**src/hw/rtl/fobc_pkg.sv**
```systemverilog
// Shared types, constants and round functions for the Feistel OFB byte cipher.
// No dependencies; imported by fobc_key_sched, fobc_feistel and the top level.
`timescale 1ns / 1ps

package fobc_pkg;

  localparam int NUM_ROUNDS_DEF = 8;

  // register indexes on the cfg channel
  localparam logic [1:0] REG_KEY_HIGH    = 2'd0;
  localparam logic [1:0] REG_KEY_LOW     = 2'd1;
  localparam logic [1:0] REG_INIT_VECTOR = 2'd2;

  localparam logic [31:0] KEY_DELTA = 32'h9E37_79B9;
  localparam logic [31:0] SALT_BASE = 32'hA5A5_A5A5;
  localparam logic [31:0] SALT_STEP = 32'h0101_0101;

  localparam logic [3:0] SBOX4 [16] = '{
    4'hE, 4'h4, 4'hD, 4'h1, 4'h2, 4'hF, 4'hB, 4'h8,
    4'h3, 4'hA, 4'h6, 4'hC, 4'h5, 4'h9, 4'h0, 4'h7
  };

  // Key schedule control
  typedef struct packed {
    logic load;   // take key words, reset round counters
    logic step;   // advance one expansion round
  } ks_ctl_t;

  // Block cipher control
  typedef struct packed {
    logic load_iv;  // halves from IV
    logic reload;   // feed previous output back in
    logic round;    // apply one round
  } fs_ctl_t;

  function automatic logic [31:0] rotl(input logic [31:0] v, input logic [4:0] s);
    logic [63:0] t;
    t = {v, v} << s;
    return t[63:32];
  endfunction

  function automatic logic [31:0] sub_nibbles(input logic [31:0] v);
    logic [31:0] r;
    for (int k = 0; k < 8; k++) begin
      r[4*k +: 4] = SBOX4[v[4*k +: 4]];
    end
    return r;
  endfunction

  function automatic logic [31:0] mix_rot(input logic [31:0] v);
    return rotl(v, 5'd3) ^ rotl(v, 5'd11) ^ rotl(v, 5'd19);
  endfunction

endpackage

```
**src/hw/rtl/fobc_key_ram.sv**
```systemverilog
// Round key memory: one write port, one read port, registered read data.
// Depends on nothing beyond its parameters.
`timescale 1ns / 1ps

module fobc_key_ram #(
  parameter int DEPTH = 8,
  parameter int AW    = 3
) (
  input  logic          clk,
  input  logic          we,
  input  logic [AW-1:0] waddr,
  input  logic [31:0]   wdata,
  input  logic [AW-1:0] raddr,
  output logic [31:0]   rdata
);

  logic [31:0] mem [DEPTH];

  always_ff @(posedge clk) begin
    if (we) begin
      mem[waddr] <= wdata;
    end
  end

  always_ff @(posedge clk) begin
    rdata <= mem[raddr];
  end

endmodule

```
**src/hw/rtl/fobc_key_sched.sv**
```systemverilog
// Key expansion datapath: one round key per step from a sliding 4-word window.
// Uses fobc_pkg (rotl, sub_nibbles, constants, ks_ctl_t).
`timescale 1ns / 1ps

module fobc_key_sched (
  input  logic              clk,
  input  fobc_pkg::ks_ctl_t ctl,
  input  logic [63:0]       key_high,
  input  logic [63:0]       key_low,
  output logic [31:0]       rk
);
  import fobc_pkg::*;

  logic [31:0] wa, wb, wc, wd;
  logic [31:0] delta;   // KEY_DELTA * (r + 1)
  logic [31:0] salt;    // SALT_BASE + r * SALT_STEP
  logic [2:0]  m7a;     // r % 7
  logic [2:0]  m7b;     // (r + 2) % 7
  logic [3:0]  m9;      // (r + 4) % 9

  logic [31:0] mix;
  logic [31:0] d_next;

  always_comb begin
    mix = rotl(wa ^ wc, {2'b00, m7a} + 5'd1)
        + rotl(wb ^ wd, {2'b00, m7b} + 5'd1)
        + delta;
    rk  = sub_nibbles(mix ^ rotl(wd, {1'b0, m9} + 5'd1));
    d_next = wa ^ rotl(rk, 5'd7) ^ salt;
  end

  always_ff @(posedge clk) begin
    if (ctl.load) begin
      wa    <= key_high[63:32];
      wb    <= key_high[31:0];
      wc    <= key_low[63:32];
      wd    <= key_low[31:0];
      delta <= KEY_DELTA;
      salt  <= SALT_BASE;
      m7a   <= 3'd0;
      m7b   <= 3'd2;
      m9    <= 4'd4;
    end else if (ctl.step) begin
      wa    <= wb;
      wb    <= wc;
      wc    <= wd;
      wd    <= d_next;
      delta <= delta + KEY_DELTA;
      salt  <= salt + SALT_STEP;
      m7a   <= (m7a == 3'd6) ? 3'd0 : m7a + 3'd1;
      m7b   <= (m7b == 3'd6) ? 3'd0 : m7b + 3'd1;
      m9    <= (m9 == 4'd8) ? 4'd0 : m9 + 4'd1;
    end
  end

endmodule

```
**src/hw/rtl/fobc_feistel.sv**
```systemverilog
// Iterated Feistel round unit; holds the feedback / keystream block.
// Uses fobc_pkg (sub_nibbles, mix_rot, fs_ctl_t).
`timescale 1ns / 1ps

module fobc_feistel (
  input  logic              clk,
  input  fobc_pkg::fs_ctl_t ctl,
  input  logic [63:0]       init_vector,
  input  logic [31:0]       rk,
  output logic [63:0]       blk
);
  import fobc_pkg::*;

  logic [31:0] lh, rh;

  // Halves swapped at output
  assign blk = {rh, lh};

  always_ff @(posedge clk) begin
    if (ctl.load_iv) begin
      lh <= init_vector[63:32];
      rh <= init_vector[31:0];
    end else if (ctl.reload) begin
      lh <= rh;
      rh <= lh;
    end else if (ctl.round) begin
      lh <= rh;
      rh <= lh ^ mix_rot(sub_nibbles(rh ^ rk));
    end
  end

endmodule

```
**src/hw/rtl/feistel_ofb_byte_cipher.sv**
```systemverilog
// Top level: byte stream XOR with an OFB keystream from an 8-round Feistel cipher.
// Uses fobc_pkg, fobc_key_ram, fobc_key_sched, fobc_feistel.
`timescale 1ns / 1ps

// Channel   Handshake                 Payload
// input     valid / stall             data_in, last_byte
// result    result_valid / result_stall  data_out, last_out
// config    cfg_valid / cfg_ready     cfg_index (0 key_high, 1 key_low, 2 init_vector), cfg_data
//
// A byte inside a keystream block is accepted, then XORed into the output register in S_EMIT.
// A byte that opens a block first passes S_PRIME and S_ENC: one round per cycle through the
// single round unit, fed by the one read port of the round key memory (registered read data).
// The first byte of a message first runs key expansion in S_KEY, one key written per cycle.
// Reset (rst, synchronous) clears the config registers, control state and the message flag.
// stall is high whenever an item is in flight; a held result never blocks acceptance, only
// the hand-off of the next one into the output register.

module feistel_ofb_byte_cipher #(
  parameter int NUM_ROUNDS = fobc_pkg::NUM_ROUNDS_DEF
) (
  input  logic        clk,
  input  logic        rst,
  // input items
  input  logic        valid,
  output logic        stall,
  input  logic [7:0]  data_in,
  input  logic        last_byte,
  // result items
  output logic        result_valid,
  input  logic        result_stall,
  output logic [7:0]  data_out,
  output logic        last_out,
  // register writes
  input  logic        cfg_valid,
  output logic        cfg_ready,
  input  logic [1:0]  cfg_index,
  input  logic [63:0] cfg_data
);
  import fobc_pkg::*;

  localparam int RW = (NUM_ROUNDS > 1) ? $clog2(NUM_ROUNDS) : 1;
  localparam logic [RW-1:0] LAST_RND = RW'(NUM_ROUNDS - 1);

  typedef enum logic [2:0] {
    S_IDLE,
    S_KEY,    // expand one round key per cycle into the memory
    S_PRIME,  // read key 0
    S_ENC,    // one cipher round per cycle
    S_EMIT    // XOR and hand to output register
  } state_t;

  state_t state;

  // configuration
  logic [63:0] key_high, key_low, init_vector;

  // per-item control
  logic [RW-1:0] rnd;
  logic [2:0]    byte_pos;
  logic          msg_start;
  logic [7:0]    din;
  logic          din_last;

  logic accept, emit_ok;
  logic [RW-1:0] raddr;
  logic [31:0]   rk_new, rk_rd;
  logic [63:0]   ks_blk;
  logic [7:0][7:0] ks_bytes;

  ks_ctl_t ks_ctl;
  fs_ctl_t fs_ctl;

  assign cfg_ready = 1'b1;
  assign stall     = (state != S_IDLE);
  assign accept    = valid && !stall;
  assign emit_ok   = !result_valid || !result_stall;
  assign ks_bytes  = ks_blk;

  // Key memory read address: key 0 when priming, next round's key while enciphering.
  // All writes finish in S_KEY before the first read, so no forwarding is needed.
  always_comb begin
    raddr = '0;
    if (state == S_ENC && rnd != LAST_RND) begin
      raddr = rnd + RW'(1);
    end
  end

  always_comb begin
    ks_ctl.load    = accept && msg_start;
    ks_ctl.step    = (state == S_KEY);
    fs_ctl.load_iv = accept && msg_start;
    fs_ctl.reload  = accept && !msg_start && (byte_pos == 3'd0);
    fs_ctl.round   = (state == S_ENC);
  end

  fobc_key_sched u_key_sched (
    .clk      (clk),
    .ctl      (ks_ctl),
    .key_high (key_high),
    .key_low  (key_low),
    .rk       (rk_new)
  );

  fobc_key_ram #(
    .DEPTH (NUM_ROUNDS),
    .AW    (RW)
  ) u_key_ram (
    .clk   (clk),
    .we    (state == S_KEY),
    .waddr (rnd),
    .wdata (rk_new),
    .raddr (raddr),
    .rdata (rk_rd)
  );

  fobc_feistel u_feistel (
    .clk         (clk),
    .ctl         (fs_ctl),
    .init_vector (init_vector),
    .rk          (rk_rd),
    .blk         (ks_blk)
  );

  // register writes; indexes past the list are dropped
  always_ff @(posedge clk) begin
    if (rst) begin
      key_high    <= '0;
      key_low     <= '0;
      init_vector <= '0;
    end else if (cfg_valid && cfg_ready) begin
      unique case (cfg_index)
        REG_KEY_HIGH:    key_high    <= cfg_data;
        REG_KEY_LOW:     key_low     <= cfg_data;
        REG_INIT_VECTOR: init_vector <= cfg_data;
        default: ;
      endcase
    end
  end

  // held input byte
  always_ff @(posedge clk) begin
    if (accept) begin
      din      <= data_in;
      din_last <= last_byte;
    end
  end

  // result payload
  always_ff @(posedge clk) begin
    if (state == S_EMIT && emit_ok) begin
      data_out <= din ^ ks_bytes[3'd7 - byte_pos];
      last_out <= din_last;
    end
  end

  always_ff @(posedge clk) begin
    if (rst) begin
      state        <= S_IDLE;
      rnd          <= '0;
      byte_pos     <= 3'd0;
      msg_start    <= 1'b1;
      result_valid <= 1'b0;
    end else begin
      if (state == S_EMIT && emit_ok) begin
        result_valid <= 1'b1;
      end else if (!result_stall) begin
        result_valid <= 1'b0;
      end
      unique case (state)
        S_IDLE: begin
          if (accept) begin
            rnd <= '0;
            if (msg_start) begin
              byte_pos  <= 3'd0;
              msg_start <= 1'b0;
              state     <= S_KEY;
            end else if (byte_pos == 3'd0) begin
              state <= S_PRIME;
            end else begin
              state <= S_EMIT;
            end
          end
        end
        S_KEY: begin
          if (rnd == LAST_RND) begin
            rnd   <= '0;
            state <= S_PRIME;
          end else begin
            rnd <= rnd + RW'(1);
          end
        end
        S_PRIME: begin
          state <= S_ENC;
        end
        S_ENC: begin
          if (rnd == LAST_RND) begin
            rnd   <= '0;
            state <= S_EMIT;
          end else begin
            rnd <= rnd + RW'(1);
          end
        end
        S_EMIT: begin
          if (emit_ok) begin
            byte_pos <= byte_pos + 3'd1;
            if (din_last) begin
              msg_start <= 1'b1;
            end
            state <= S_IDLE;
          end
        end
        default: state <= S_IDLE;
      endcase
    end
  end

  a_accept_leaves_idle: assert property (@(posedge clk) disable iff (rst)
    accept |=> (state != S_IDLE))
    else $error("accepted item did not start work");

  a_start_expands: assert property (@(posedge clk) disable iff (rst)
    (accept && msg_start) |=> (state == S_KEY && rnd == '0))
    else $error("message start did not begin key expansion");

  a_key_to_prime: assert property (@(posedge clk) disable iff (rst)
    (state == S_KEY && rnd == LAST_RND) |=> (state == S_PRIME))
    else $error("key expansion did not hand over to cipher");

  a_result_from_emit: assert property (@(posedge clk) disable iff (rst)
    $rose(result_valid) |-> ($past(state) == S_EMIT))
    else $error("result appeared outside emit");

  a_emit_block_start: assert property (@(posedge clk) disable iff (rst)
    (state == S_IDLE && accept && !msg_start && byte_pos == 3'd0) |=> (state == S_PRIME))
    else $error("block boundary skipped encipher");

endmodule

```
**config.mk**
```make
export PLATFORM = sky130hd
export DESIGN_NAME = feistel_ofb_byte_cipher
export DESIGN_NICKNAME = d
export VERILOG_FILES = /design/src/hw/rtl/fobc_pkg.sv /design/src/hw/rtl/fobc_key_ram.sv /design/src/hw/rtl/fobc_key_sched.sv /design/src/hw/rtl/fobc_feistel.sv /design/src/hw/rtl/feistel_ofb_byte_cipher.sv
export SDC_FILE = /design/constraint.sdc
export NUM_CORES = 2
export LEC_CHECK = 0
export ABC_CLOCK_PERIOD_IN_PS = 16000
export CAP_MARGIN = 20
export CORE_MARGIN = 2
export CORE_UTILIZATION = 52
export CTS_CLUSTER_SIZE = 8
export DETAILED_ROUTE_END_ITERATION = 8
export DONT_BUFFER_PORTS = 1
export GPL_ROUTABILITY_DRIVEN = 0
export GPL_TIMING_DRIVEN = 0
export PLACE_DENSITY = 0.79
export SETUP_SLACK_MARGIN = 0.3
export SLEW_MARGIN = 20
export SYNTH_ARGS = -nofsm -noshare
export SYNTH_HDL_FRONTEND = slang
export SYNTH_SLANG_ARGS = --single-unit
```
**constraint.sdc**
```tcl
create_clock -name clk -period 16 [get_ports clk]
set_clock_uncertainty 0.2 [all_clocks]
set_input_delay 3.2 -clock clk [delete_from_list [all_inputs] [get_ports clk]]
set_output_delay 3.2 -clock clk [all_outputs]
set_load 0.1 [all_outputs]
```
==> results.txt <==
----------------------------------------------------
[Global route]
  Via count of the first global-routing pass ... 34,380
  Global-route usage over all layers ... 0.3267
  Gr ovfl total ... 0
  Global-route wire length before repair ... 208.7 mm
  Maximum number of pins on one net before global-route repair ... 58
  Number of antenna violations at the first check in global routing ... 4

[Clocking]
  Number of CTS-inserted buffers ... 107
  Post-CTS setup buffer count ... 0
  Post-CTS Hold Fix Bufs ... 0
  Clk slew on worst S/H paths ... 0.06 ns
  CTS tree ... built
  Maximum root-to-sink buffer count ... 3
  Worst skew pair latency ... 0.69 ns
  Post-cts sizing count ... 0
  H-tree level count ... 3
  Root Buffer ... clkbuf_16
  Sinks on the clock net ... 775

[Synth]
  Multiplexer share of the synthesized area ... 0.07304
  Adder-cell share of the synthesized area ... 0.04501
  Net count after synthesis ... 4,770
  Count leader, synth ... nand2_1
  Top cell types by occurrence after synthesis ... 1,111 x nand2_1, 466 x edfxtp_1, 414 x a21oi_1, 388 x nor2_1, 309 x dfxtp_1
  Post-synthesis instance area ... 42,580 um2
  Number of register bits inferred by synthesis ... 775
  Top flip-flop cell by instance count after synthesis ... edfxtp_1
  Sequential cell area fraction in the yosys report ... 0.4739
  Largest family of logic cells by synthesized area ... simple AND/OR/NAND/NOR gates
  Warning count from the yosys run ... 0
  Number of distinct library cells after synthesis ... 85
  Area share of the largest cell type after synthesis ... 0.3286
  Biggest area contributors in the synthesized netlist ... edfxtp_1 33%, dfxtp_1 15%, nand2_1 9.8%
  Simple-gate share of the synthesized area ... 0.1667
  Cells after Synth ... 4,556
  Mean cell area of the mapped netlist ... 9.347 um2
  Library cell occupying the most area in the post-synthesis netlist ... edfxtp_1
  Area share of xor/xnor cells in the synthesized design ... 0.08444
  Complex-gate fraction of the synthesized area ... 0.1188
  Share of synthesized registers carrying an async set or reset ... 0
  Count of flip-flops with a built-in enable after synthesis ... 466

[Critical path]
  Kind of critical path ... reg -> reg
  Crit path DAT ... 9.10 ns
  Register-to-register setup slack ... 7.05 ns
  Worst setup path end ... u_key_sched.wd[2]$_DFFE_PP_
  Reg-to-reg startpoint ... u_key_sched.m7a[0]$_SDFFE_PP0P_
  Reg2reg end ... u_key_sched.wd[2]$_DFFE_PP_
  Critical Path RT ... 16.16 ns
  Biggest cell delay along the critical path ... 0.75 ns
  Kind of launch point of the worst setup path ... flip-flop
  CP max FO ... 10
  Start point of the critical path ... u_key_sched.m7a[0]$_SDFFE_PP0P_
  R2R depth ... 30
  Cell seen most often among critical-path stages ... inv_1
  Cell with the largest stage delay on the worst path ... mux2i_2
  Kind of end point of the critical path ... flip-flop

[STA]
  Sum of negative setup slack ... 0 ns
  Final-report hold violation count ... 0
  Slew margin rel. ... 0.1783
  Share of the clock period used by the worst path after layout ... 0.5591
  Final min period ... 8.946 ns
  Count of pins over their slew limit ... 0
  Unrepaired setup endpoints after global routing ... no
  Peak Freq ... 0.1118 GHz
  Tightest Pin Transition ... 1.233 ns
  Total of endpoints with negative setup slack in the final report ... 0

[Floorplanning]
  Die Ht ... 290.2 um
  Floorplan die width ... 290.2 um
  Top Ports ... 92
  Initial Util ... 0.5270
  Placement Rows ... 104
  Floorplan Core Area ... 80,810 um2
  Die Outline Area ... 84,200 um2

[Route]
  Sum of routed wire segments on met1 ... 48.76 mm
  Routed wire length ... 142.1 mm
  Drt via density ... 6.246
  Top routing layer used ... met5
  Routed wire per std cell ... 24.34 um
  Vias after detailed routing ... 36,460
  Antenna Nets Post-Route ... 0
  Number of DRC markers in iteration 0 ... 5,780
  Routed length on met2 ... 60.96 mm
  DRC ... 0
  Iteration count of the initial detailed-routing pass ... 9
  Length of routed met3 wiring ... 20.69 mm

[Layout]
  Post-route design area ... 47,540 um2
  Non-filler cells in the finished layout ... 5,838
  Count of filler cells inserted in the layout ... 6,555
  Share of layout cells above drive strength 1 ... 0.07159
  Area Growth Syn to Fin ... 11.63%
  Nets ... 4,917
  End-of-flow core utilization ... 0.5883

[Place]
  Half-perimeter wire length after placement ... 107.2 mm
  Post-Place Cells ... 5,653
  Buffers added on ports ... 0
  Area of placed instances ... 44,390 um2

[Job]
  MaxCap Viol Count ... 0

[Outcome]
  Result of the run ... complete, no violations

[Worst hold path]
  Worst hold-check path type ... reg -> reg

----------------------------------------------------
==> routing by layer <==
metal | vias up | global-route usage
met4 | 2 | 0.2297
met5 | - | 0
met1 | 17130 | 0.3996
met2 | 2711 | 0.4942
met3 | 605 | 0.09934
li1 | 16010 | -
==> how the worst min path moves through the flow <==
stage,from,end,slack [ns],cells past startpoint
final,init_vector[45]$_SDFFE_PP0P_,init_vector[45]$_SDFFE_PP0P_,0.25,2
after global routing,key_high[1]$_SDFFE_PP0P_,key_high[1]$_SDFFE_PP0P_,0.27,2
after CTS,key_high[32]$_SDFFE_PP0P_,key_high[32]$_SDFFE_PP0P_,0.25,2
after detailed placement,key_high[32]$_SDFFE_PP0P_,key_high[32]$_SDFFE_PP0P_,0.25,2
after global placement,key_high[28]$_SDFFE_PP0P_,key_high[28]$_SDFFE_PP0P_,0.24,2
after floorplan,key_low[30]$_SDFFE_PP0P_,key_low[30]$_SDFFE_PP0P_,0.23,2
==> sequential cells by signal, summed over array words and instances, names as in the netlist, 4 cells and up <==
register	flops
data_out	8
din	8
init_vector	64
key_high	64
key_low	64
u_feistel.lh	32
u_feistel.rh	32
u_key_ram.mem	256
u_key_ram.rdata	32
u_key_sched.delta	32
u_key_sched.m9	4
u_key_sched.salt	32
u_key_sched.wa	32
u_key_sched.wb	32
u_key_sched.wc	32
u_key_sched.wd	32
==> layout by cell type (no fill, tap or decap), types with 79 or more instances in the layout <==
cell type / Yosys / routed
a21oi_1: 414 / 412
clkbuf_1: 186 / 253
clkbuf_16: 0 / 107
dfxtp_1: 309 / 309
edfxtp_1: 466 / 466
ha_1: 102 / 102
inv_1: 137 / 137
mux2i_1: 153 / 151
nand2_1: 1111 / 1110
nand3_1: 80 / 79
nor2_1: 388 / 387
o21ai_0: 205 / 202
xnor2_1: 203 / 203
xor2_1: 167 / 167
==> through the flow <==
stage | hold slack, ns | setup WS (ns)
6_report | 0.2534 | 7.054
5_1_grt | 0.2721 | 6.542
4_1_cts | 0.2548 | 7.157
3_5_place_dp | 0.2471 | 7.176
3_3_place_gp | 0.2419 | 5.677
2_1_floorplan | 0.2324 | 8.315
==> logic make-up after synthesis <==
group / after synthesis
adders and majority gates: 134
DFF: 775
AOI/OAI and AO/OA: 875
xor gates and xnor gates: 388
other: 1
muxes: 239
buffers and inverters: 395
and+or+nand+nor: 1749
==> area by class of cell <==
class                           instances  area [um2]  area share
Multi-Input combinational cell       3386       20910      0.4399
Sequential cell                       775       20180      0.4245
Clock buffer                          175        2943     0.06190
Tap cell                             1060        1326     0.02790
Buffer                                253        1087     0.02287
Inverter                              142       533.0     0.01121
Timing Repair Buffer                   38       359.1    0.007554
Clock inverter                          8       197.7    0.004158
Antenna cell                            1       2.502  0.00005264
==> worst max-delay path: cells and delay by family, from the launching register on <==
| kind | cells | cell delay, ns |
|---|---|---|
| buf+inv | 10 | 2.28 |
| compound gates | 8 | 1.77 |
| fa+ha+maj | 5 | 1.66 |
| mux | 4 | 1.55 |
| xor+xnor | 2 | 0.64 |
| flops | 1 | 0.37 |
| simple gates | 1 | 0.17 |
Power is not shown: default switching activity piles up to over one toggle a cycle in this logic, so the estimate is an artifact.
